`src/design/imu_frame_sync_checksum_top_macros.svh`:
```
// Assertion macros shared by the frame sync checksum modules.
`ifndef IMU_FRAME_SYNC_CHECKSUM_TOP_MACROS_SVH
`define IMU_FRAME_SYNC_CHECKSUM_TOP_MACROS_SVH
`ifndef SYNTHESIS
`define IFSC_ASSERT_IMP(lbl, clk, rst, a, c) \
  lbl: assert property (@(posedge clk) disable iff (rst) (a) |-> (c)) \
    else $error("ifsc assertion failed");
`define IFSC_ASSERT_NEXT(lbl, clk, rst, a, c) \
  lbl: assert property (@(posedge clk) disable iff (rst) (a) |=> (c)) \
    else $error("ifsc assertion failed");
`else
`define IFSC_ASSERT_IMP(lbl, clk, rst, a, c)
`define IFSC_ASSERT_NEXT(lbl, clk, rst, a, c)
`endif
`endif

```
`src/design/ifsc_pkg.sv`:
```
// Types and constants shared by the frame sync checksum modules.
package ifsc_pkg;

  localparam int FRAME_LEN = 11;
  localparam logic [3:0] LAST_IDX = 4'd10;
  localparam logic [3:0] SUM_LAST = 4'd9;
  localparam logic [7:0] SYNC_RESET = 8'h55;
  localparam logic REG_SYNC = 1'b0;

  typedef enum logic [1:0] {
    EV_NONE = 2'd0,
    EV_GOOD = 2'd1,
    EV_BAD  = 2'd2
  } ev_t;

  typedef enum logic [2:0] {
    ST_IDLE,
    ST_SUM,
    ST_CHECK,
    ST_SHIFT,
    ST_EMIT
  } state_t;

  typedef struct packed {
    logic take;
    logic sum_step;
    logic check;
    logic shift;
    logic emit;
  } cmd_t;

  typedef struct packed {
    logic store;
    logic last_byte;
    logic sum_last;
    logic frame_ok;
    logic shift_more;
    logic out_free;
  } stat_t;

endpackage

```
`src/design/ifsc_ctrl.sv`:
```
// Controller state machine that sequences store, checksum, resync and result transfer.
module ifsc_ctrl (
  input  logic           clk,
  input  logic           rst,
  input  logic           in_valid,
  output logic           in_ready,
  input  ifsc_pkg::stat_t stat,
  output ifsc_pkg::cmd_t  cmd
);
  import ifsc_pkg::*;

  `include "imu_frame_sync_checksum_top_macros.svh"

  state_t state;
  state_t state_next;

  always_ff @(posedge clk) begin
    if (rst) begin
      state <= ST_IDLE;
    end else begin
      state <= state_next;
    end
  end

  always_comb begin
    state_next = state;
    unique case (state)
      ST_IDLE: begin
        if (in_valid) begin
          state_next = (stat.store && stat.last_byte) ? ST_SUM : ST_EMIT;
        end
      end
      ST_SUM: begin
        if (stat.sum_last) begin
          state_next = ST_CHECK;
        end
      end
      ST_CHECK: begin
        state_next = stat.frame_ok ? ST_EMIT : ST_SHIFT;
      end
      ST_SHIFT: begin
        if (!stat.shift_more) begin
          state_next = ST_EMIT;
        end
      end
      ST_EMIT: begin
        if (stat.out_free) begin
          state_next = ST_IDLE;
        end
      end
      default: state_next = ST_IDLE;
    endcase
  end

  always_comb begin
    cmd = '0;
    in_ready = 1'b0;
    unique case (state)
      ST_IDLE: begin
        in_ready = 1'b1;
        cmd.take = in_valid;
      end
      ST_SUM:   cmd.sum_step = 1'b1;
      ST_CHECK: cmd.check = 1'b1;
      ST_SHIFT: cmd.shift = stat.shift_more;
      ST_EMIT:  cmd.emit = stat.out_free;
      default: begin
        cmd = '0;
      end
    endcase
  end

  `IFSC_ASSERT_NEXT(a_take_leaves_idle, clk, rst, cmd.take, state != ST_IDLE)
  `IFSC_ASSERT_NEXT(a_emit_returns_idle, clk, rst, cmd.emit, state == ST_IDLE)
  `IFSC_ASSERT_IMP(a_one_command, clk, rst, 1'b1, $onehot0(cmd))

endmodule

```
`src/design/ifsc_datapath.sv`:
```
// Datapath: frame window, serial checksum, counters and result register.
module ifsc_datapath #(
  parameter int COUNT_BITS = 32
) (
  input  logic            clk,
  input  logic            rst,
  input  logic [7:0]      rx_byte,
  input  logic [7:0]      sync_byte,
  input  ifsc_pkg::cmd_t  cmd,
  output ifsc_pkg::stat_t stat,
  output logic            out_valid,
  input  logic            out_ready,
  output logic [167:0]    out_data,
  output logic [1:0]      out_user
);
  import ifsc_pkg::*;

  `include "imu_frame_sync_checksum_top_macros.svh"

  logic [7:0]            win [FRAME_LEN];
  logic [3:0]            fill;
  logic [3:0]            idx;
  logic [7:0]            sum;
  ev_t                   ev;
  logic [COUNT_BITS-1:0] byte_cnt;
  logic [COUNT_BITS-1:0] good_cnt;
  logic [COUNT_BITS-1:0] bad_cnt;
  logic                  shift_en;
  logic                  is_good;
  logic [167:0]          payload;

  assign stat.store      = (fill != 4'd0) || (rx_byte == sync_byte);
  assign stat.last_byte  = (fill == LAST_IDX);
  assign stat.sum_last   = (idx == SUM_LAST);
  assign stat.frame_ok   = (win[0] == sync_byte) && (sum == win[LAST_IDX]);
  assign stat.shift_more = (fill != 4'd0) && (win[0] != sync_byte);
  assign stat.out_free   = !out_valid || out_ready;

  assign shift_en = (cmd.check && !stat.frame_ok) || cmd.shift;

  always_ff @(posedge clk) begin
    if (cmd.take && stat.store) begin
      win[fill] <= rx_byte;
    end else if (shift_en) begin
      for (int i = 0; i < FRAME_LEN - 1; i++) begin
        win[i] <= win[i+1];
      end
    end
  end

  always_ff @(posedge clk) begin
    if (cmd.take) begin
      idx <= 4'd0;
      sum <= 8'd0;
    end else if (cmd.sum_step) begin
      idx <= idx + 4'd1;
      sum <= sum + win[idx];
    end
  end

  always_ff @(posedge clk) begin
    if (rst) begin
      fill     <= 4'd0;
      ev       <= EV_NONE;
      byte_cnt <= '0;
      good_cnt <= '0;
      bad_cnt  <= '0;
    end else begin
      if (cmd.take) begin
        byte_cnt <= byte_cnt + COUNT_BITS'(1);
        ev       <= EV_NONE;
        if (stat.store) begin
          fill <= fill + 4'd1;
        end
      end else if (cmd.check) begin
        if (stat.frame_ok) begin
          ev       <= EV_GOOD;
          fill     <= 4'd0;
          good_cnt <= good_cnt + COUNT_BITS'(1);
        end else begin
          ev      <= EV_BAD;
          fill    <= fill - 4'd1;
          bad_cnt <= bad_cnt + COUNT_BITS'(1);
        end
      end else if (cmd.shift) begin
        fill <= fill - 4'd1;
      end
    end
  end

  assign is_good = (ev == EV_GOOD);

  always_comb begin
    payload = '0;
    if (is_good) begin
      payload[7:0]   = win[1];
      payload[23:8]  = {win[3], win[2]};
      payload[39:24] = {win[5], win[4]};
      payload[55:40] = {win[7], win[6]};
      payload[71:56] = {win[9], win[8]};
    end
    payload[103:72]  = 32'(byte_cnt);
    payload[135:104] = 32'(good_cnt);
    payload[167:136] = 32'(bad_cnt);
  end

  always_ff @(posedge clk) begin
    if (rst) begin
      out_valid <= 1'b0;
    end else if (cmd.emit) begin
      out_valid <= 1'b1;
    end else if (out_ready) begin
      out_valid <= 1'b0;
    end
  end

  always_ff @(posedge clk) begin
    if (cmd.emit) begin
      out_data <= payload;
      out_user <= ev;
    end
  end

  `IFSC_ASSERT_IMP(a_fill_in_range, clk, rst, 1'b1, fill <= LAST_IDX + 4'd1)
  `IFSC_ASSERT_NEXT(a_bad_counts, clk, rst, cmd.check && !stat.frame_ok,
                    bad_cnt == $past(bad_cnt) + COUNT_BITS'(1))
  `IFSC_ASSERT_IMP(a_check_full, clk, rst, cmd.check, fill == LAST_IDX + 4'd1)

endmodule

```
`src/design/imu_frame_sync_checksum_top.sv`:
```
// Top level: 11-byte sensor frame sync and checksum with APB register and result stream.
// Each received byte is one input transfer; each byte gives exactly one result transfer
// whose tuser says whether a frame finished (0 none, 1 good, 2 rejected). A byte that does
// not complete a window is stored or dropped, then its result is sent. A byte that
// completes the 11-byte window is summed and checked; a good frame then gives its result.
// A rejected frame is shifted by one byte at the check and then resynced, dropping bytes
// until the window is empty or starts with the sync byte, before its result is sent. The
// checksum adder takes one window byte per cycle, and the resync moves the window one
// position per cycle. A result that waits in the output register stalls the next result,
// not the next input transfer. The counters are COUNT_BITS wide and wrap; the result
// carries their low 32 bits. The sync byte register lies at address 0 and resets to 0x55;
// write it only while no byte is in flight.
module imu_frame_sync_checksum_top #(
  parameter int COUNT_BITS = 32
) (
  input  logic         clk,
  input  logic         rst,
  input  logic         psel,
  input  logic         penable,
  input  logic         pwrite,
  input  logic [2:0]   paddr,
  input  logic [31:0]  pwdata,
  output logic [31:0]  prdata,
  output logic         pready,
  input  logic         s_tvalid,
  output logic         s_tready,
  input  logic [7:0]   s_tdata,   // rx_byte
  output logic         m_tvalid,
  input  logic         m_tready,
  // frame_type[7:0], value_x[23:8], value_y[39:24], value_z[55:40],
  // value_extra[71:56], bytes_seen[103:72], frames_good[135:104], frames_bad[167:136]
  output logic [167:0] m_tdata,
  output logic [1:0]   m_tuser    // event_res
);
  import ifsc_pkg::*;

  logic [7:0] sync_byte;
  logic       reg_idx;
  cmd_t       cmd;
  stat_t      stat;

  assign pready  = 1'b1;
  assign reg_idx = paddr[2];

  always_ff @(posedge clk) begin
    if (rst) begin
      sync_byte <= SYNC_RESET;
    end else if (psel && penable && pwrite && pready && (reg_idx == REG_SYNC)) begin
      sync_byte <= pwdata[7:0];
    end
  end

  always_comb begin
    prdata = 32'd0;
    if (reg_idx == REG_SYNC) begin
      prdata = {24'd0, sync_byte};
    end
  end

  ifsc_ctrl u_ctrl (
    .clk      (clk),
    .rst      (rst),
    .in_valid (s_tvalid),
    .in_ready (s_tready),
    .stat     (stat),
    .cmd      (cmd)
  );

  ifsc_datapath #(
    .COUNT_BITS (COUNT_BITS)
  ) u_datapath (
    .clk       (clk),
    .rst       (rst),
    .rx_byte   (s_tdata),
    .sync_byte (sync_byte),
    .cmd       (cmd),
    .stat      (stat),
    .out_valid (m_tvalid),
    .out_ready (m_tready),
    .out_data  (m_tdata),
    .out_user  (m_tuser)
  );

endmodule

```
`config.mk`:
```
export PLATFORM = sky130hd
export DESIGN_NAME = imu_frame_sync_checksum_top
export DESIGN_NICKNAME = d
export VERILOG_FILES = /design/src/design/ifsc_pkg.sv /design/src/design/ifsc_ctrl.sv /design/src/design/ifsc_datapath.sv /design/src/design/imu_frame_sync_checksum_top.sv
export VERILOG_INCLUDE_DIRS = /design/src /design/src/design
export SDC_FILE = /design/constraint.sdc
export NUM_CORES = 1
export LEC_CHECK = 0
export BUFFER_PORTS_ARGS = -buffer_cell sky130_fd_sc_hd__buf_2
export CELL_PAD_IN_SITES_DETAIL_PLACEMENT = 1
export CELL_PAD_IN_SITES_GLOBAL_PLACEMENT = 1
export CORE_UTILIZATION = 30
export DETAILED_ROUTE_END_ITERATION = 8
export PLACE_DENSITY = 0.51
export SYNTH_ARGS = -nofsm -noshare
export SYNTH_HDL_FRONTEND = slang
export SYNTH_SLANG_ARGS = --single-unit
export TNS_END_PERCENT = 5
```
`constraint.sdc`:
```
create_clock -name clk -period 12.5 [get_ports clk]
set_input_delay 1.875 -clock clk [delete_from_list [all_inputs] [get_ports clk]]
set_output_delay 1.875 -clock clk [all_outputs]
set_load 0.01 [all_outputs]
```
* Word level (Yosys, flattened, before mapping) *
Memories as Yosys holds them, arrays and structs flattened. A register that Yosys moved wholly into a read port is not among the register bits.
Index checks and enable logic that the tools add are counted.
W data, S select, Z words.

cells by class
  $add $sub $neg = 7
  eq/ne operators = 16
  multiplexer cells = 32
  bitwise gates (word level) = 3
  reduce and logical (&&, ||, !) cells = 23

operators with widths
  cell                     count
  $add A32 B1 Y32 const B  3
  $mux W4                  8
  $eq A8 B8 Y1             3
  $mux W3                  6
  $mux W8                  2
  $pmux W3 S5              1
  $mux W1                  14
  $add A4 B1 Y4 const B    2
  $add A8 B8 Y8            1
  $eq A4 B4 Y1 const B     2
  $logic_and A1 B1 Y1      8
  $ne A2 B2 Y1 const B     4
  $ne A8 B8 Y1             1
  $reduce_or A8 Y1         1
  $eq A3 B2 Y1 const B     2
  $reduce_and A3 Y1        2
  $reduce_and A4 Y1        1
  $reduce_bool A4 Y1       1
  $sub A4 B1 Y4 const B    1
  $eq A3 B1 Y1 const B     1
  $eq A3 B3 Y1 const B     1
  $logic_not A3 Y1         1
  $logic_or A1 B1 Y1       3
  $not A1 Y1               3
  8 further kinds          9

storage, ports and cells
  flip-flop bits (word level) = 296
  RAM bits = 88
  input bits = 50
  output and inout bits = 205
  logic and storage cells = 95
  memories kept = 1

memories
  name            words  bits a word  rd ports  clocked after Yosys merged registers in  wr ports  RTL line             text
  u_datapath.win  11     8            12        1                                        10        ifsc_datapath.sv:20  logic [7:0] win [FRAME_LEN];

* Depth between registers and ports, before layout *
An unclocked memory read counts as a cell.

  depth in word-level cells = 11
  depth in mapped cells = 14
  mapped depth without buffers = 11

* Modules after synthesis *
A second synthesis with hierarchy kept.

unflattened totals
  cells, all modules = 1356
  area total of the unflattened synthesis = 17958.5 µm²

modules (own cells, without submodules)
  module                       instances  cells an instance  area each (µm²)
  ifsc_datapath                1          1253               17110.2
  imu_frame_sync_checksum_top  1          70                 610.6
  ifsc_ctrl                    1          33                 237.7

* Worst setup path after synthesis *
OpenSTA, ideal clock, no wires.

  kind = input-to-reg
  start = input port m_tready
  end = register u_datapath.out_data[0] (read register of u_datapath.win), enable pin
  library setup time = 702 ps
  data arrival time = 8993 ps
  path slack = 2805 ps
  stages = 2
  path buffers = 0
  path through = nor2b_1 > nor2_1

RTL lines
  item                RTL line                           text
  start: declaration  imu_frame_sync_checksum_top.sv:29  input logic m_tready,
  end: declaration    ifsc_datapath.sv:13                output logic [167:0] out_data,

* Final worst setup path *
  start = input port paddr[2]
  end = output port prdata[6]

on the way
  word-level cells in the longest chain between the ends = 1

RTL lines
  item                RTL line                           text
  start: declaration  imu_frame_sync_checksum_top.sv:21  input logic [2:0] paddr,
  $mux W8             imu_frame_sync_checksum_top.sv:55  if (reg_idx == REG_SYNC) begin
  end: declaration    imu_frame_sync_checksum_top.sv:23  output logic [31:0] prdata,

Every way passes these cells.

==> flow_summary.json <==
{
  "status": "finished with violations",
  "violations": "design-rule violations",
  "antenna_found_initial": 4,
  "worstSkewPairLatency_ns": 0.59,
  "crit_fanout": 10,
  "die_w_um": 247,
  "cts-resized-gates": 0,
  "endpoint_kind": "primary output",
  "drcViolationCount": 15,
  "cts_tree": "built",
  "multi_input_area_um2": 6020,
  "cpMaxStageDelayCell": "buf_2",
  "seqPwrFrac_pct": 48.2,
  "holdBufCountCts": 0,
  "peakVddDrop_mv": 0.0913,
  "final_cells": 2405,
  "clockBufferDepth": 3,
  "cp.arrival_ns": 2.30,
  "max_slew.worst_pin.slew_ns": 1.08,
  "nets": 1663,
  "syn_area_um2": 18000,
  "synthArstFlopShare_pct": 0,
  "crit_chain": "buf_2 > nor2b_1 > buf_2",
  "fin_ws_ns": 8.33,
  "rows": 89,
  "critPathMaxStageDelay_ns": 0.15,
  "h-tree-depth": 2,
  "hold-worst-slack_ns": 0.466,
  "maxSlewHeadroom_pct": 27.9,
  "ant_nets": 0,
  "syn2layout_area_growth_pct": 18.8,
  "drt-initial-drc-count": 752,
  "gp_congestion": 0.745,
  "synth_seq_cells": 428,
  "place_inst": 2318,
  "critPathBufInv": 2,
  "cp-start-kind": "primary input",
  "routed_wl_mm": 47.7,
  "fp.dieArea_um2": 61100,
  "grt_use_total_pct": 15.5,
  "diodes": 0,
  "yosysTopAreaCell": "edfxtp_1",
  "drt_pass1_iterations": 7,
  "grt-ovfl-total": 0,
  "p_sw_share_pct": 24.4,
  "setup_viol": 0,
  "avgSynthCellArea_um2": 12.9,
  "path_common_cell": "buf_2",
  "cts_root_buf": "clkbuf_16",
  "regArea_um2": 11600,
  "slew_viol_final": 0,
  "synthCells": 1398,
  "numCtsBuffers": 50,
  "rsz0062_at_grt": "false",
  "path_class": "in2out",
  "dp_hpwl_mm": 32.2,
  "fin_tns_setup_ns": 0,
  "dp_worst_setup_slack_ns": 7.83,
  "p_int_mw": 2.58,
  "min_period_ns": 4.17,
  "port_buffers": 203,
  "start_util_pct": 30.4,
  "vias_per_cell": 4.81,
  "comb_power_share_pct": 9.2,
  "num_vias": 11600,
  "synth_warnings": 0,
  "clkPwrFrac_pct": 42.5,
  "path_clk_slew_ns": 0.06,
  "grt_max_degree": 96,
  "synth-edff-count": 298,
  "ys_seq_area_share_pct": 64.0,
  "final_hold_viol_count": 0,
  "synth_flop_cell": "edfxtp_1",
  "hold_class": "reg2reg",
  "synth_top_area_share_pct": 49.6,
  "synth_area_leaders": "edfxtp_1 50%, dfxtp_1 14%, mux4_2 5.0%",
  "drive_gt1_share_pct": 22.1,
  "synth_cell_types": 57,
  "clock.fmax_ghz": 0.240,
  "leakage_nw": 7.86,
  "cts_sinks": 428,
  "die_y_um": 247,
  "powerDensity_nw_per_um2": 160,
  "timing.final.crit_share_pct": 33.4,
  "core_um2": 59200,
  "post-route-util_pct": 36.2,
  "wl_per_cell_um": 19.8,
  "critical-path-top-delay-family": "buffers and inverters",
  "finalClockSkew_ns": 0.0238,
  "n_fill_cell": 6357,
  "p_switching_mw": 0.836,
  "grt_pass1_wl_mm": 72.2,
  "ios": 255,
  "postCtsSetupRepairBufs": 0,
  "max-cap-violations": 0,
  "critPathRequiredTime_ns": 10.62,
  "grt_pass1_vias": 11800
}
## sequential cells by signal, summed over array words and instances, names as in the netlist, named ones only
register,count
u_datapath.sum,8
sync_byte,8
u_datapath.out_data,168
u_datapath.win,128
u_ctrl.state,3
u_datapath.out_valid,1
u_datapath.bad_cnt,32
u_datapath.ev,2
u_datapath.idx,4
u_datapath.out_user,2
u_datapath.fill,4
u_datapath.byte_cnt,32
u_datapath.good_cnt,32
## layer usage
metal | up-vias | global-route usage (%) | share of wire [%]
li1 | 5453 | - | -
met1 | 5836 | 20.8 | 46
met4 | 0 | 4.46 | 2.2
met2 | 209 | 25.8 | 48
met5 | - | 0 | 0
met3 | 68 | 2.42 | 3.4
## power by group through the flow
stage          clock network, mW  logic, mW  registers (mW)
3_5_place_dp                   0      0.317            1.68
4_1_cts                     1.50      0.320            1.65
2_1_floorplan                  0      0.181            1.69
5_1_grt                     1.55      0.348            1.66
6_report                    1.45      0.315            1.65
3_3_place_gp                   0      0.313            1.68
## layout by cell type (no fill, tap or decap), types with 34 or more instances in the layout
cell	synthesis	routed
a21o_1	83	83
nand2_1	92	92
clkbuf_16	0	51
xnor2_1	49	49
edfxtp_1	298	298
nor2_1	98	97
buf_2	10	202
dfxtp_1	130	128
a21oi_1	57	56
and2_1	75	75
mux4_2	40	40
o21ai_0	40	34
## worst paths after layout
path	cells past startpoint	to	from	slack, ns
worst min register to register	0	u_datapath.out_data[163]$_DFFE_PP_	u_datapath.bad_cnt[27]$_SDFFE_PP0P_	0.47
worst max-delay path	3	prdata[6]	paddr[2]	8.33
worst min-delay path	0	u_datapath.out_data[163]$_DFFE_PP_	u_datapath.bad_cnt[27]$_SDFFE_PP0P_	0.47
worst max register to register	8	u_datapath.win[10][1]$_DFFE_PP_	u_datapath.win[10][5]$_DFFE_PP_	8.70
## metrics by stage
| step | power [mW] | cell area [um^2] |
|---|---|---|
| global route | 3.56 | 21400 |
| detailed placement | 2.00 | 19800 |
| global placement | 1.99 | 19800 |
| CTS | 3.47 | 21400 |
| floorplan | 1.88 | 18100 |
| finish | 3.42 | 21400 |
## worst register-to-register path, delay by kind of cell (launching register included)
family / cells / cell delay [ns]
AOI/OAI and AO/OA: 2 / 0.31
xor gates and xnor gates: 1 / 0.18
buffers and inverters: 2 / 0.66
and+or+nand+nor: 3 / 1.99
DFF: 1 / 0.47
## Yosys cell counts, types with 27 or more instances
cell and count:
a21o_1 83, a21oi_1 57, and2_1 75, clkbuf_1 54, dfxtp_1 130, edfxtp_1 298, mux4_2 40, nand2_1 92
nand3_1 33, nor2_1 98, nor2b_1 31, o21ai_0 40, or3_1 27, xnor2_1 49, xor2_1 33
## cells by family (layout without fill, tap and decap cells)
group           Yosys count  after routing  synth area share, %
buf+inv                 127            338                 3.27
xor+xnor                 82             82                 3.98
fa+ha+maj                16             16                 1.15
compound gates          201            201                 7.03
other cells               2             25               0.0416
mux                      53             53                 5.79
flops                   428            428                 64.0
simple gates            489            489                 14.7
## cell type report
cell class                      instances  area share [%]
Sequential cell                       428            53.9
Multi-Input combinational cell        866            28.1
Clock buffer                           63            6.35
Timing Repair Buffer                  226            5.56
Tap cell                              773            4.51
Clock inverter                         24            1.16
Inverter                               25           0.438
No activity file was read; power rests on OpenSTA's default activity.
